**src/hw/rtl/hhdm_pkg.sv**
```systemverilog
// Shared types and constants for the heading-hold drive mixer.
// Holds payload structs, mode and register-index codes, and derived widths.
// No dependencies.
package hhdm_pkg;

	// Field widths
	localparam int THROTTLE_BITS  = 16;
	localparam int HEADING_BITS   = 24;
	localparam int YAW_BITS       = 20;
	localparam int GAIN_BITS      = 16;
	localparam int RATIO_BITS     = 16;
	localparam int DEADBAND_BITS  = 15;
	localparam int CFG_INDEX_BITS = 2;
	localparam int CFG_DATA_BITS  = 16;

	// Fixed-point fraction bits
	localparam int TFRAC      = THROTTLE_BITS - 1;
	localparam int RAW_FRAC   = 21;
	localparam int RATIO_FRAC = 15;
	localparam int DB_FRAC    = 15;

	// Datapath widths
	localparam int ERR_BITS    = HEADING_BITS + 1;
	localparam int P_BITS      = ERR_BITS + GAIN_BITS + 1;
	localparam int D_BITS      = YAW_BITS + GAIN_BITS + 1;
	localparam int RAW_BITS    = ((P_BITS > D_BITS) ? P_BITS : D_BITS) + 1;
	localparam int SHL         = (TFRAC > RAW_FRAC) ? (TFRAC - RAW_FRAC) : 0;
	localparam int SHR         = (TFRAC > RAW_FRAC) ? 0 : (RAW_FRAC - TFRAC);
	localparam int TURN_BITS   = RAW_BITS + SHL;
	localparam int MC_BITS     = THROTTLE_BITS + RATIO_BITS;
	localparam int MAXC_BITS   = THROTTLE_BITS + 1;
	localparam int CLAMP_BITS  = THROTTLE_BITS + 2;
	localparam int SUM_BITS    = THROTTLE_BITS + 3;
	localparam int CMP_BITS    = THROTTLE_BITS + DB_FRAC + 1;

	// Full scale and correction floor (0.10 of full scale, rounded)
	localparam logic [63:0] ONE_FS = 64'd1 << TFRAC;
	localparam logic signed [THROTTLE_BITS-1:0] FULL_SCALE =
		THROTTLE_BITS'(ONE_FS - 64'd1);
	localparam logic [MAXC_BITS-1:0] FLOOR_CORR = MAXC_BITS'((ONE_FS + 64'd5) / 64'd10);

	// Register reset values
	localparam logic [RATIO_BITS-1:0]    CORR_RATIO_RESET = RATIO_BITS'(32768);
	localparam logic [DEADBAND_BITS-1:0] DEADBAND_RESET   = DEADBAND_BITS'(3277);

	// Command queue between front and back
	localparam int QUEUE_DEPTH = 2;
	localparam int QPTR_BITS   = (QUEUE_DEPTH > 1) ? $clog2(QUEUE_DEPTH) : 1;
	localparam int QCNT_BITS   = $clog2(QUEUE_DEPTH + 1);

	typedef enum logic [1:0] {
		MODE_OFF  = 2'd0,
		MODE_HOLD = 2'd1,
		MODE_SAME = 2'd2
	} hhdm_mode_t;

	typedef enum logic [CFG_INDEX_BITS-1:0] {
		CFG_PROP_GAIN  = 2'd0,
		CFG_DERIV_GAIN = 2'd1,
		CFG_CORR_RATIO = 2'd2,
		CFG_DEADBAND   = 2'd3
	} hhdm_cfg_t;

	typedef struct packed {
		logic signed [THROTTLE_BITS-1:0] forward_throttle;
		logic                            straight_request;
		logic                            half_power;
		logic                            sensor_ready;
		logic signed [HEADING_BITS-1:0]  heading_now;
		logic signed [YAW_BITS-1:0]      yaw_rate;
	} hhdm_in_t;

	typedef struct packed {
		logic signed [THROTTLE_BITS-1:0] left_drive;
		logic signed [THROTTLE_BITS-1:0] right_drive;
		logic [1:0]                      drive_mode;
	} hhdm_out_t;

	// One classified item, as handed from front to back
	typedef struct packed {
		logic signed [THROTTLE_BITS-1:0] fwd;
		logic [THROTTLE_BITS-1:0]        mag;
		logic signed [ERR_BITS-1:0]      err;
		logic signed [YAW_BITS-1:0]      yaw;
		logic                            half;
		hhdm_mode_t                      mode;
	} hhdm_cmd_t;

	typedef struct packed {
		logic      push;
		hhdm_cmd_t cmd;
	} hhdm_push_t;

	typedef struct packed {
		logic [GAIN_BITS-1:0]  prop_gain;
		logic [GAIN_BITS-1:0]  deriv_gain;
		logic [RATIO_BITS-1:0] correction_ratio;
	} hhdm_gains_t;

endpackage

```
**src/hw/rtl/hhdm_front.sv**
```systemverilog
// Front end of the drive mixer: deadband, mode machine and target latch.
// Classifies each item and pushes those that give a result. Uses hhdm_pkg.
module hhdm_front
	import hhdm_pkg::*;
(
	input  logic                     clk,
	input  logic                     arst_n,
	input  logic                     cmd_valid,
	output logic                     cmd_ready,
	input  hhdm_in_t                 cmd,
	input  logic [DEADBAND_BITS-1:0] deadband_level,
	input  logic                     q_full,
	output hhdm_push_t               push
);

	hhdm_mode_t                     mode_q, mode_d;
	logic signed [HEADING_BITS-1:0] target_q, target_eff;
	logic                           accept, load_target;
	logic [THROTTLE_BITS-1:0]       mag_raw, mag_db;
	logic signed [THROTTLE_BITS-1:0] fwd_db;
	logic [CMP_BITS-1:0]            cmp_lhs, cmp_rhs;

	assign cmd_ready = !q_full;
	assign accept    = cmd_valid && !q_full;

	// Deadband on an exact compare of the two fractions
	always_comb begin
		mag_raw = cmd.forward_throttle[THROTTLE_BITS-1]
			? (~THROTTLE_BITS'(cmd.forward_throttle) + THROTTLE_BITS'(1))
			: THROTTLE_BITS'(cmd.forward_throttle);
		cmp_lhs = CMP_BITS'(mag_raw) << DB_FRAC;
		cmp_rhs = CMP_BITS'(deadband_level) << TFRAC;
		if (cmp_lhs <= cmp_rhs) begin
			fwd_db = '0;
			mag_db = '0;
		end else begin
			fwd_db = cmd.forward_throttle;
			mag_db = mag_raw;
		end
	end

	// Next mode
	always_comb begin
		mode_d = mode_q;
		case (mode_q)
			MODE_HOLD: begin
				if (!cmd.straight_request)
					mode_d = MODE_OFF;
				else if (!cmd.sensor_ready)
					mode_d = MODE_SAME;
			end
			MODE_SAME: begin
				if (!cmd.straight_request)
					mode_d = MODE_OFF;
			end
			default: begin
				if (!cmd.straight_request)
					mode_d = MODE_OFF;
				else if (!cmd.sensor_ready)
					mode_d = MODE_SAME;
				else
					mode_d = MODE_HOLD;
			end
		endcase
	end

	// Outputs of the mode machine
	always_comb begin
		load_target   = (mode_d == MODE_HOLD) && (mode_q != MODE_HOLD);
		target_eff    = load_target ? cmd.heading_now : target_q;
		push.push     = accept && cmd.straight_request;
		push.cmd.fwd  = fwd_db;
		push.cmd.mag  = mag_db;
		push.cmd.err  = ERR_BITS'(target_eff) - ERR_BITS'(cmd.heading_now);
		push.cmd.yaw  = cmd.yaw_rate;
		push.cmd.half = cmd.half_power;
		push.cmd.mode = mode_d;
	end

	always_ff @(posedge clk or negedge arst_n) begin
		if (!arst_n) begin
			mode_q   <= MODE_OFF;
			target_q <= '0;
		end else if (accept) begin
			mode_q <= mode_d;
			if (load_target)
				target_q <= cmd.heading_now;
		end
	end

endmodule

```
**src/hw/rtl/hhdm_queue.sv**
```systemverilog
// Short command queue between front and back of the drive mixer.
// Register-based FIFO of hhdm_cmd_t entries. Uses hhdm_pkg.
module hhdm_queue
	import hhdm_pkg::*;
(
	input  logic       clk,
	input  logic       arst_n,
	input  hhdm_push_t push,
	input  logic       pop,
	output logic       q_full,
	output logic       q_valid,
	output hhdm_cmd_t  q_cmd
);

	hhdm_cmd_t            entry_q [QUEUE_DEPTH];
	logic [QPTR_BITS-1:0] wr_ptr_q, rd_ptr_q;
	logic [QCNT_BITS-1:0] count_q;
	logic                 do_push, do_pop;

	assign q_full  = (count_q == QCNT_BITS'(QUEUE_DEPTH));
	assign q_valid = (count_q != '0);
	assign q_cmd   = entry_q[rd_ptr_q];
	assign do_push = push.push && !q_full;
	assign do_pop  = pop && q_valid;

	always_ff @(posedge clk) begin
		if (do_push)
			entry_q[wr_ptr_q] <= push.cmd;
	end

	always_ff @(posedge clk or negedge arst_n) begin
		if (!arst_n) begin
			wr_ptr_q <= '0;
			rd_ptr_q <= '0;
			count_q  <= '0;
		end else begin
			if (do_push)
				wr_ptr_q <= (wr_ptr_q == QPTR_BITS'(QUEUE_DEPTH - 1))
					? '0 : wr_ptr_q + QPTR_BITS'(1);
			if (do_pop)
				rd_ptr_q <= (rd_ptr_q == QPTR_BITS'(QUEUE_DEPTH - 1))
					? '0 : rd_ptr_q + QPTR_BITS'(1);
			if (do_push && !do_pop)
				count_q <= count_q + QCNT_BITS'(1);
			else if (do_pop && !do_push)
				count_q <= count_q - QCNT_BITS'(1);
		end
	end

endmodule

```
**src/hw/rtl/hhdm_back.sv**
```systemverilog
// Back end of the drive mixer: PD correction, cap, mix, saturate, halve.
// Three-stage pipeline with per-stage stall. Uses hhdm_pkg.
module hhdm_back
	import hhdm_pkg::*;
(
	input  logic        clk,
	input  logic        arst_n,
	input  logic        q_valid,
	input  hhdm_cmd_t   q_cmd,
	output logic        pop,
	input  hhdm_gains_t gains,
	output logic        drv_valid,
	input  logic        drv_ready,
	output hhdm_out_t   drv
);

	logic adv1, adv2, adv3;
	logic v1_s1, v2_s2, v3_s3;

	// Stage 1: products
	logic signed [P_BITS-1:0]        p_s1;
	logic signed [D_BITS-1:0]        d_s1;
	logic [MC_BITS-1:0]              mc_s1;
	logic signed [THROTTLE_BITS-1:0] fwd_s1;
	logic                            half_s1;
	hhdm_mode_t                      mode_s1;

	// Stage 2: capped correction
	logic signed [RAW_BITS-1:0]      raw;
	logic signed [TURN_BITS-1:0]     turn_w, maxc_w;
	logic [MAXC_BITS-1:0]            maxc;
	logic signed [CLAMP_BITS-1:0]    turn_c;
	logic signed [CLAMP_BITS-1:0]    turn_s2;
	logic signed [THROTTLE_BITS-1:0] fwd_s2;
	logic                            half_s2;
	hhdm_mode_t                      mode_s2;

	// Stage 3: mix
	logic signed [SUM_BITS-1:0]      sum_l, sum_r;
	logic signed [THROTTLE_BITS-1:0] sat_l, sat_r, half_l, half_r;
	hhdm_out_t                       drv_s3;

	assign adv3      = !v3_s3 || drv_ready;
	assign adv2      = !v2_s2 || adv3;
	assign adv1      = !v1_s1 || adv2;
	assign pop       = q_valid && adv1;
	assign drv_valid = v3_s3;
	assign drv       = drv_s3;

	always_ff @(posedge clk or negedge arst_n) begin
		if (!arst_n) begin
			v1_s1 <= 1'b0;
			v2_s2 <= 1'b0;
			v3_s3 <= 1'b0;
		end else begin
			if (adv1)
				v1_s1 <= q_valid;
			if (adv2)
				v2_s2 <= v1_s1;
			if (adv3)
				v3_s3 <= v2_s2;
		end
	end

	always_ff @(posedge clk) begin
		if (adv1 && q_valid) begin
			p_s1    <= q_cmd.err * $signed({1'b0, gains.prop_gain});
			d_s1    <= q_cmd.yaw * $signed({1'b0, gains.deriv_gain});
			mc_s1   <= MC_BITS'(q_cmd.mag) * MC_BITS'(gains.correction_ratio);
			fwd_s1  <= q_cmd.fwd;
			half_s1 <= q_cmd.half;
			mode_s1 <= q_cmd.mode;
		end
	end

	// Rescale with a floor shift, then cap by the larger of the scaled throttle and
	// the fixed floor; the correction is zero outside heading hold
	always_comb begin
		raw    = RAW_BITS'(p_s1) - RAW_BITS'(d_s1);
		turn_w = (TURN_BITS'(raw) <<< SHL) >>> SHR;
		maxc   = mc_s1[MC_BITS-1:RATIO_FRAC];
		if (maxc < FLOOR_CORR)
			maxc = FLOOR_CORR;
		maxc_w = $signed(TURN_BITS'(maxc));
		if (mode_s1 != MODE_HOLD)
			turn_c = '0;
		else if (turn_w > maxc_w)
			turn_c = CLAMP_BITS'(maxc_w);
		else if (turn_w < -maxc_w)
			turn_c = CLAMP_BITS'(-maxc_w);
		else
			turn_c = CLAMP_BITS'(turn_w);
	end

	always_ff @(posedge clk) begin
		if (adv2 && v1_s1) begin
			turn_s2 <= turn_c;
			fwd_s2  <= fwd_s1;
			half_s2 <= half_s1;
			mode_s2 <= mode_s1;
		end
	end

	// Mix, saturate, halve toward zero, negate right side
	always_comb begin
		sum_l = SUM_BITS'(fwd_s2) - SUM_BITS'(turn_s2);
		sum_r = SUM_BITS'(fwd_s2) + SUM_BITS'(turn_s2);
		if (sum_l > SUM_BITS'(FULL_SCALE))
			sat_l = FULL_SCALE;
		else if (sum_l < -SUM_BITS'(FULL_SCALE))
			sat_l = -FULL_SCALE;
		else
			sat_l = THROTTLE_BITS'(sum_l);
		if (sum_r > SUM_BITS'(FULL_SCALE))
			sat_r = FULL_SCALE;
		else if (sum_r < -SUM_BITS'(FULL_SCALE))
			sat_r = -FULL_SCALE;
		else
			sat_r = THROTTLE_BITS'(sum_r);
		if (half_s2) begin
			half_l = $signed(sat_l + THROTTLE_BITS'(sat_l[THROTTLE_BITS-1])) >>> 1;
			half_r = $signed(sat_r + THROTTLE_BITS'(sat_r[THROTTLE_BITS-1])) >>> 1;
		end else begin
			half_l = sat_l;
			half_r = sat_r;
		end
	end

	always_ff @(posedge clk) begin
		if (adv3 && v2_s2) begin
			drv_s3.left_drive  <= half_l;
			drv_s3.right_drive <= -half_r;
			drv_s3.drive_mode  <= mode_s2;
		end
	end

endmodule

```
**src/hw/rtl/heading_hold_drive_mixer_unit.sv**
```systemverilog
// Top level of the heading-hold differential drive mixer.
// Holds the configuration registers and joins front, queue and back.
// Uses hhdm_pkg, hhdm_front, hhdm_queue, hhdm_back.

// One item is one control tick. The block takes a new item every clock cycle
// as long as its two-entry command queue has room, and a result is offered on
// drv after the item passes through the queue and the back stages: the front
// classifies the item (deadband, mode machine, target latch) and writes it into
// the queue in the cycle of acceptance, then the back runs three stages - the
// two gain multiplies and the throttle-to-cap multiply, the PD sum with rescale
// and cap, and the left/right mix with saturation, halving and negation into
// the output register. Items with the go-straight button released update the
// mode and give no result. A stall on the result side backs up the pipeline,
// then the queue, and only then drops cmd_ready. Registers are written through
// cfg_we/cfg_index/cfg_data; write them only while no item is in flight.
module heading_hold_drive_mixer_unit
	import hhdm_pkg::*;
(
	input  logic                      clk,
	input  logic                      arst_n,
	input  logic                      cmd_valid,
	output logic                      cmd_ready,
	input  hhdm_in_t                  cmd,
	output logic                      drv_valid,
	input  logic                      drv_ready,
	output hhdm_out_t                 drv,
	input  logic                      cfg_we,
	input  logic [CFG_INDEX_BITS-1:0] cfg_index,
	input  logic [CFG_DATA_BITS-1:0]  cfg_data
);

	logic [GAIN_BITS-1:0]     prop_gain_q, deriv_gain_q;
	logic [RATIO_BITS-1:0]    corr_ratio_q;
	logic [DEADBAND_BITS-1:0] deadband_q;
	hhdm_gains_t              gains;
	hhdm_push_t               push;
	hhdm_cmd_t                q_cmd;
	logic                     q_full, q_valid, pop;

	// Configuration registers: take the low bits of the data word
	always_ff @(posedge clk or negedge arst_n) begin
		if (!arst_n) begin
			prop_gain_q  <= '0;
			deriv_gain_q <= '0;
			corr_ratio_q <= CORR_RATIO_RESET;
			deadband_q   <= DEADBAND_RESET;
		end else if (cfg_we) begin
			case (hhdm_cfg_t'(cfg_index))
				CFG_PROP_GAIN:  prop_gain_q  <= cfg_data[GAIN_BITS-1:0];
				CFG_DERIV_GAIN: deriv_gain_q <= cfg_data[GAIN_BITS-1:0];
				CFG_CORR_RATIO: corr_ratio_q <= cfg_data[RATIO_BITS-1:0];
				CFG_DEADBAND:   deadband_q   <= cfg_data[DEADBAND_BITS-1:0];
				default: ;
			endcase
		end
	end

	assign gains.prop_gain        = prop_gain_q;
	assign gains.deriv_gain       = deriv_gain_q;
	assign gains.correction_ratio = corr_ratio_q;

	// Front: accept and classify items, advance the mode machine
	hhdm_front u_front (
		.clk            (clk),
		.arst_n         (arst_n),
		.cmd_valid      (cmd_valid),
		.cmd_ready      (cmd_ready),
		.cmd            (cmd),
		.deadband_level (deadband_q),
		.q_full         (q_full),
		.push           (push)
	);

	// Queue: decouple front from back so each side stalls on its own
	hhdm_queue u_queue (
		.clk     (clk),
		.arst_n  (arst_n),
		.push    (push),
		.pop     (pop),
		.q_full  (q_full),
		.q_valid (q_valid),
		.q_cmd   (q_cmd)
	);

	// Back: PD correction, cap and drive mixing
	hhdm_back u_back (
		.clk       (clk),
		.arst_n    (arst_n),
		.q_valid   (q_valid),
		.q_cmd     (q_cmd),
		.pop       (pop),
		.gains     (gains),
		.drv_valid (drv_valid),
		.drv_ready (drv_ready),
		.drv       (drv)
	);

endmodule

```
**config.mk**
```make
export PLATFORM = sky130hd
export DESIGN_NAME = heading_hold_drive_mixer_unit
export DESIGN_NICKNAME = d
export VERILOG_FILES = /design/src/hw/rtl/hhdm_pkg.sv /design/src/hw/rtl/hhdm_front.sv /design/src/hw/rtl/hhdm_queue.sv /design/src/hw/rtl/hhdm_back.sv /design/src/hw/rtl/heading_hold_drive_mixer_unit.sv
export SDC_FILE = /design/constraint.sdc
export NUM_CORES = 2
export LEC_CHECK = 0
export ABC_CLOCK_PERIOD_IN_PS = 14390
export BUFFER_PORTS_ARGS = -buffer_cell sky130_fd_sc_hd__buf_2
export CAP_MARGIN = 40
export CELL_PAD_IN_SITES_DETAIL_PLACEMENT = 1
export CELL_PAD_IN_SITES_GLOBAL_PLACEMENT = 1
export CORE_MARGIN = 2
export CORE_UTILIZATION = 52
export CTS_BUF_LIST = sky130_fd_sc_hd__clkbuf_16
export DETAILED_ROUTE_END_ITERATION = 7
export PLACE_DENSITY = 0.89
export SYNTH_ARGS = -nofsm -noshare
export SYNTH_HDL_FRONTEND = slang
export SYNTH_HIERARCHICAL = 1
export SYNTH_SLANG_ARGS = --single-unit
export TNS_END_PERCENT = 30
```
**constraint.sdc**
```tcl
create_clock -name clk -period 14.39 [get_ports clk]
set_input_delay 2.1585 -clock clk [delete_from_list [all_inputs] [get_ports clk]]
set_output_delay 2.1585 -clock clk [all_outputs]
set_load 0.03 [all_outputs]
```
# --- After elaboration in Yosys (flattened, before gate mapping) ---
# Memories as Yosys holds them, arrays and structs flattened.
# Index checks and enable logic that the tools add are counted.
classes:
  addsub: 13
  mul: 3
  n_div: 0
  magnitude_cmp: 8
  n_eq_ne: 9
  n_shift: 0
  n_mux: 25
  n_bitwise: 1
  n_reduce_logical: 27
op_table:
  columns: ["operator", "n"]
  rows:
  - ["$mux W16", 9]
  - ["$lt A37 B43 Y1", 1]
  - ["$neg A17 Y43", 1]
  - ["$sub A42 B37 Y43", 1]
  - ["$mul A25 B17 Y42", 1]
  - ["$gt A19 B16 Y1 const B", 2]
  - ["$lt A19 B16 Y1 const B", 2]
  - ["$gt A37 B18 Y1", 1]
  - ["$mul A20 B17 Y37", 1]
  - ["$mux W17", 2]
  - ["$add A16 B1 Y16", 2]
  - ["$mul A16 B16 Y32", 1]
  - ["$le A31 B30 Y1", 1]
  - ["$sub A24 B24 Y25", 1]
  - ["$mux W24", 1]
  - ["$add A16 B18 Y19", 1]
  - ["$sub A16 B18 Y19", 1]
  - ["$mux W18", 1]
  - ["$lt A17 B12 Y1 const B", 1]
  - ["$add A16 B2 Y16 const B", 1]
  - ["$neg A16 Y16", 1]
  - ["$not A16 Y16", 1]
  - ["$mux W2", 7]
  - ["$logic_and A1 B1 Y1", 10]
  - ["other kinds (14)", 35]
word_totals:
  regBits: 297
  latchBits: 0
  mem_bits_rw: 160
  romBits: 0
  inputBits: 86
  output_inout_bits: 36
  word_cells: 113
  n_memories: 1
mem_list:
  columns: ["memory", "words", "word_bits", "rd", "rd_ports_with_merged_regs", "write_ports", "line", "text"]
  rows:
  - ["u_queue.entry_q", 2, 80, 1, 0, 1, "hhdm_queue.sv:15", "hhdm_cmd_t entry_q [QUEUE_DEPTH];"]

# --- Depth between registers and ports, before layout ---
depth:
  depth_word: 9
  depth_mapped: 30

# --- Hierarchy ---
# The synthesis kept the hierarchy.
modules_own_cells:
  columns: ["module", "instances", "cells_per_inst", "area_each_um2", "seq_area_each_um2"]
  rows:
  - ["hhdm_back", 1, 5334, 48271.3, 5660.4]
  - ["hhdm_queue", 1, 268, 6373.6, 4904.7]
  - ["hhdm_front", 1, 475, 3895.0, 650.6]
  - ["heading_hold_drive_mixer_unit", 1, 134, 2384.8, 1586.5]

# --- Worst setup path after synthesis ---
# No wires, ideal clock.
synth_path:
  path_kind: "input -> register"
  startpoint: "input port drv_ready"
  endpoint: "register u_queue.count_q[1]"
  setup_ps: 79
  arrival_time_ps: 11867
  required_ps: 14311
  setup_slack_ps: 2444
  stages: 8
  path_cell_list: "nand2b_1 > nor2_1 > a21boi_0 > nand2_2 > ha_1 > xor2_1 > nor2_1 > xor2_1"
synth_between:
  elab_chain_len: 8
synth_rtl:
  columns: ["element", "line", "text"]
  rows:
  - ["start, declared", "heading_hold_drive_mixer_unit.sv:25", "input logic drv_ready,"]
  - ["$logic_or A1 B1 Y1 (*)", "hhdm_back.sv:43", "assign adv3 = !v3_s3 || drv_ready;"]
  - ["$logic_or A1 B1 Y1 (*)", "hhdm_back.sv:44", "assign adv2 = !v2_s2 || adv3;"]
  - ["$logic_or A1 B1 Y1 (*)", "hhdm_back.sv:45", "assign adv1 = !v1_s1 || adv2;"]
  - ["$logic_and A1 B1 Y1 (*)", "hhdm_back.sv:46", "assign pop = q_valid && adv1;"]
  - ["via pop", "heading_hold_drive_mixer_unit.sv:38", "logic q_full, q_valid, pop;"]
  - ["$logic_and A1 B1 Y1 (*)", "hhdm_queue.sv:24", "assign do_pop = pop && q_valid;"]
  - ["$logic_not A1 Y1", "hhdm_queue.sv:43", "if (do_push && !do_pop)"]
  - ["$logic_and A1 B1 Y1", "hhdm_queue.sv:43", null]
  - ["$mux W2 or $reduce_bool A2 Y1 (tied branches)", null, null]
  - ["end signal, assigned", "hhdm_queue.sv:44", "count_q <= count_q + QCNT_BITS'(1);"]
  - ["end signal, assigned", "hhdm_queue.sv:46", "count_q <= count_q - QCNT_BITS'(1);"]
  - ["end, declared", "hhdm_queue.sv:17", "logic [QCNT_BITS-1:0] count_q;"]
# Mark *: on every way through the listed nets, which the timed path passes. The rest lies on a longest branch.
# A chain may end at the register's enable or synchronous reset.

==> impl_metrics.xml <==
<?xml version="1.0" encoding="UTF-8"?>
<metrics>
  <group name="outcome">
    <metric name="outcome" unit="">completed</metric>
  </group>
  <group name="setup_path">
    <metric name="worst_r2r_path_depth" unit="">27</metric>
    <metric name="cp.required" unit="ns">14.80</metric>
    <metric name="reg2reg_to" unit="">u_back/p_s1[38]</metric>
    <metric name="setup.worst_path.class" unit="">flop to flop</metric>
    <metric name="worst_setup_path_startpoint" unit="">u_queue/rd_ptr_q</metric>
    <metric name="r2r-start" unit="">u_queue/rd_ptr_q</metric>
    <metric name="worstSetupStartpointType" unit="">flop</metric>
    <metric name="endpoint_kind" unit="">flop</metric>
    <metric name="ff2ff_setup_slack" unit="ns">4.98</metric>
    <metric name="cp-endpoint" unit="">u_back/p_s1[38]</metric>
    <metric name="cp_max_fo" unit="">31</metric>
    <metric name="critical_path_arrival" unit="ns">9.82</metric>
  </group>
  <group name="synth">
    <metric name="synthMostInstantiatedCell" unit="">sky130_fd_sc_hd__inv_1</metric>
    <metric name="synth-async-reset-ratio" unit="%">21.72</metric>
    <metric name="post-synth-top-area-cell" unit="">sky130_fd_sc_hd__fa_1</metric>
    <metric name="synth_seq_cells" unit="">442</metric>
    <metric name="synth_top_family_by_area" unit="">adder cells</metric>
    <metric name="synth-edff-count" unit="">346</metric>
    <metric name="yosys-top-cells-area" unit="">sky130_fd_sc_hd__fa_1 (30%), sky130_fd_sc_hd__edfxtp_1 (17%), sky130_fd_sc_hd__ha_1 (9.9%)</metric>
    <metric name="most_common_library_cells_after_synthesis" unit="">sky130_fd_sc_hd__inv_1 (1251), sky130_fd_sc_hd__fa_1 (908), sky130_fd_sc_hd__nand2_1 (774), sky130_fd_sc_hd__ha_1 (481), sky130_fd_sc_hd__and2_1 (374)</metric>
    <metric name="ys_warn_count" unit="">6</metric>
    <metric name="post-synth-top-area-fraction" unit="%">29.84</metric>
    <metric name="synth.mux.area_fraction" unit="%">4.253</metric>
    <metric name="synthesized_area_fraction_occupied_by_xor_and_xnor_cells" unit="%">3.120</metric>
    <metric name="syn_area" unit="sq um">60920</metric>
    <metric name="syn_avg_cell_area" unit="sq um">9.809</metric>
    <metric name="simple_gate_fraction_of_synth_area" unit="%">13.94</metric>
    <metric name="synth_adder_area_share" unit="%">39.71</metric>
    <metric name="syn-instance-count" unit="">6211</metric>
    <metric name="synth_top_flop_cell" unit="">sky130_fd_sc_hd__edfxtp_1</metric>
    <metric name="synth_sequential_area_ratio" unit="%">21.01</metric>
    <metric name="yosys.cell_types.count" unit="">116</metric>
    <metric name="synth_compound_gate_area_share" unit="%">8.213</metric>
  </group>
  <group name="clocking">
    <metric name="post_cts_resize_count" unit="">0</metric>
    <metric name="cts_setup_buffers" unit="">0</metric>
    <metric name="clock_insertion_delay_at_the_later_pin_of_the_skew_report" unit="ns">0.67</metric>
    <metric name="ctsHoldBuffers" unit="">0</metric>
    <metric name="ctsLongestPathBuffers" unit="">3</metric>
    <metric name="cell_at_the_root_of_the_clock_tree" unit="">sky130_fd_sc_hd__clkbuf_16</metric>
    <metric name="numClockSinks" unit="">442</metric>
    <metric name="tritoncts" unit="">built</metric>
    <metric name="cts_bufs_inserted" unit="">52</metric>
    <metric name="htreeDepth" unit="">2</metric>
    <metric name="clkSlewWorstSetupHoldPaths" unit="ns">0.06</metric>
  </group>
  <group name="global_route">
    <metric name="grt_most_used_layer" unit="">met2</metric>
    <metric name="first_global_vias" unit="">54960</metric>
    <metric name="grt_antenna_before_repair" unit="">8</metric>
    <metric name="use_met1" unit="%">36.43</metric>
    <metric name="global_route_congestion_overflow_total" unit="">0</metric>
    <metric name="grt_first_pass_wirelength" unit="microns">309700</metric>
    <metric name="globalRouteMet2Util" unit="%">59.36</metric>
    <metric name="use_met3" unit="%">4.990</metric>
    <metric name="grt_max_degree" unit="">61</metric>
    <metric name="total_global_routing_track_utilization" unit="%">33.23</metric>
  </group>
  <group name="placed_design">
    <metric name="dp_hpwl" unit="microns">149200</metric>
    <metric name="port-buffer-count" unit="">121</metric>
    <metric name="routabilityCongestion" unit="">0.9060</metric>
  </group>
  <group name="floorplanning">
    <metric name="initial_utilization" unit="%">52.43</metric>
    <metric name="fp-row-count" unit="">125</metric>
    <metric name="die_area" unit="sq um">119900</metric>
    <metric name="pin_count" unit="">122</metric>
    <metric name="coreArea" unit="sq um">116200</metric>
    <metric name="die_height" unit="microns">346.3</metric>
    <metric name="die_width" unit="microns">346.3</metric>
  </group>
  <group name="timing">
    <metric name="slew_violations" unit="">0</metric>
    <metric name="final_period_minus_worst_setup_slack" unit="ns">9.413</metric>
    <metric name="min_period_over_period" unit="%">65.41</metric>
    <metric name="max_slew.worst_pin.slew" unit="ns">1.021</metric>
    <metric name="setup_viol" unit="">0</metric>
    <metric name="finalHoldViolations" unit="">0</metric>
    <metric name="rsz0062_at_grt" unit="">false</metric>
    <metric name="timing.clock.skew" unit="ns">0.03849</metric>
    <metric name="final.setup.tns" unit="ns">0</metric>
    <metric name="max_slew_margin" unit="%">31.05</metric>
    <metric name="fmaxAchievable" unit="GHz">0.1062</metric>
  </group>
  <group name="layout">
    <metric name="layout.nets" unit="">7689</metric>
    <metric name="syn2layout_area_growth" unit="%">6.099</metric>
    <metric name="layout-drive-gt1-share" unit="%">8.616</metric>
  </group>
  <group name="detailed_routing">
    <metric name="drt-wirelength-per-cell" unit="microns">25.30</metric>
    <metric name="routed-via-count" unit="">47020</metric>
    <metric name="drt_pre_antenna_iters" unit="">6</metric>
    <metric name="drt-vias-per-instance" unit="">6.039</metric>
    <metric name="drt_first_iter_violations" unit="">3407</metric>
    <metric name="wirelength" unit="microns">197000</metric>
    <metric name="drtAntennaViolNets" unit="">0</metric>
    <metric name="drc" unit="">0</metric>
  </group>
  <group name="worst_hold_path">
    <metric name="timing.hold.worst.class" unit="">flop to flop</metric>
  </group>
  <group name="job">
    <metric name="cap_violations" unit="">0</metric>
  </group>
</metrics>
-- layer usage --
metal / up-vias / part of all wire, %
met5: - / 0.035
met4: 10 / 7.6
met3: 887 / 5.8
met2: 2141 / 51
met1: 24220 / 35
li1: 19760 / -
-- how the worst min path moves through the flow --
stage | from | end | slack, ns | cells past startpoint
2_1_floorplan | u_back/mode_s2[0] | u_back/drv[0] | 0.40 | 0
3_3_place_gp | u_back/half_s1 | u_back/half_s2 | 0.40 | 0
3_5_place_dp | u_back/fwd_s1[1] | u_back/fwd_s2[1] | 0.41 | 0
4_1_cts | u_back/fwd_s1[6] | u_back/fwd_s2[6] | 0.41 | 0
5_1_grt | u_back/fwd_s1[0] | u_back/fwd_s2[0] | 0.43 | 0
6_report | u_back/fwd_s1[1] | u_back/fwd_s2[1] | 0.42 | 0
-- placed cells by master (no fill, tap or decap), types with 17 or more instances in the layout --
master and count:
sky130_fd_sc_hd__o21ai_0 128, sky130_fd_sc_hd__fa_1 908, sky130_fd_sc_hd__buf_2 120, sky130_fd_sc_hd__or2_2 20, sky130_fd_sc_hd__o21a_1 50, sky130_fd_sc_hd__a21o_1 81, sky130_fd_sc_hd__a211oi_1 17, sky130_fd_sc_hd__xnor2_1 161
sky130_fd_sc_hd__inv_1 1258, sky130_fd_sc_hd__nand3_1 63, sky130_fd_sc_hd__or3_1 20, sky130_fd_sc_hd__xor2_1 56, sky130_fd_sc_hd__o21bai_1 17, sky130_fd_sc_hd__and2_1 373, sky130_fd_sc_hd__nor2b_1 33, sky130_fd_sc_hd__mux2_4 79
sky130_fd_sc_hd__o211ai_1 26, sky130_fd_sc_hd__buf_4 43, sky130_fd_sc_hd__mux2_2 115, sky130_fd_sc_hd__dfrtp_1 87, sky130_fd_sc_hd__and3_1 26, sky130_fd_sc_hd__clkbuf_16 53, sky130_fd_sc_hd__a21oi_1 189, sky130_fd_sc_hd__nor4_1 23
sky130_fd_sc_hd__nand2b_1 50, sky130_fd_sc_hd__conb_1 25, sky130_fd_sc_hd__nand4_1 29, sky130_fd_sc_hd__ha_1 481, sky130_fd_sc_hd__edfxtp_1 346, sky130_fd_sc_hd__nor2_1 167, sky130_fd_sc_hd__a31oi_1 27, sky130_fd_sc_hd__nand2_1 774
sky130_fd_sc_hd__nor3_1 69
-- critical path, stage by stage (launching register included) --
cell                       delay (ns)
sky130_fd_sc_hd__dfrtp_4         0.75
sky130_fd_sc_hd__buf_4           0.67
sky130_fd_sc_hd__mux2_4          0.47
sky130_fd_sc_hd__and2_1          0.22
sky130_fd_sc_hd__fa_1            0.55
sky130_fd_sc_hd__inv_1           0.05
sky130_fd_sc_hd__fa_1            0.46
sky130_fd_sc_hd__fa_1            0.50
sky130_fd_sc_hd__fa_1            0.56
sky130_fd_sc_hd__inv_1           0.05
sky130_fd_sc_hd__fa_1            0.48
sky130_fd_sc_hd__inv_1           0.07
sky130_fd_sc_hd__fa_1            0.53
sky130_fd_sc_hd__inv_1           0.06
sky130_fd_sc_hd__ha_1            0.36
sky130_fd_sc_hd__or3_1           0.37
sky130_fd_sc_hd__a21o_1          0.18
sky130_fd_sc_hd__a21oi_1         0.19
sky130_fd_sc_hd__nand3b_1        0.14
sky130_fd_sc_hd__a31oi_1         0.09
sky130_fd_sc_hd__a211oi_1        0.48
sky130_fd_sc_hd__a211oi_1        0.24
sky130_fd_sc_hd__o21ai_0         0.36
sky130_fd_sc_hd__a21boi_0        0.15
sky130_fd_sc_hd__or2_2           0.33
sky130_fd_sc_hd__o311a_1         0.32
sky130_fd_sc_hd__o41ai_1         0.33
sky130_fd_sc_hd__xnor2_1         0.12
-- cell families (layout without fill, tap and decap cells) --
kind of cell,after synthesis,in the layout
multiplexers,205,205
adder cells (fa/ha/maj),1389,1389
buffers and inverters,1502,1523
XOR/XNOR,217,217
other,1,30
AND/OR/NAND/NOR,1725,1725
flip-flops,442,442
AO/OA/AOI/OAI,730,730
-- sequential cells by signal, indices dropped and copies added, names as in the netlist, 15 cells and up --
name              count
u_back/fwd_s2        16
u_back/d_s1          37
corr_ratio_q         16
u_back/p_s1          42
deriv_gain_q         16
u_back/mc_s1         17
u_back/fwd_s1        16
u_back/drv           34
u_front/target_q     24
deadband_q           15
u_back/turn_s2       18
u_queue/entry_q     160
prop_gain_q          16
-- through the flow --
stage               hold WS, ns  cell area (sq um)  util (%)  setup slack, ns  instances
floorplan                0.4003              61010         -            2.444       6235
detailed placement       0.4092              62840     54.08            5.129       7683
global placement         0.4028              62640     53.90            5.496       7673
global route             0.4254              64630     55.62            4.707       7780
CTS                      0.4092              64620     55.61            5.093       7779
finish                   0.4213              64640     55.63            4.977       7785
-- area by class of cell --
class                      instances  area (sq um)
antenna                            5         12.51
clock buffer                      53          1326
clock inverter                    43         454.2
fill                           12980         51560
inverter                        1255          4711
multi-input combinational       4291         42310
sequential                       442         12810
tap                             1524          1907
timing repair buffer             172          1116
Power is not shown: default switching activity piles up to over one toggle a cycle in this logic, so the estimate is an artifact.
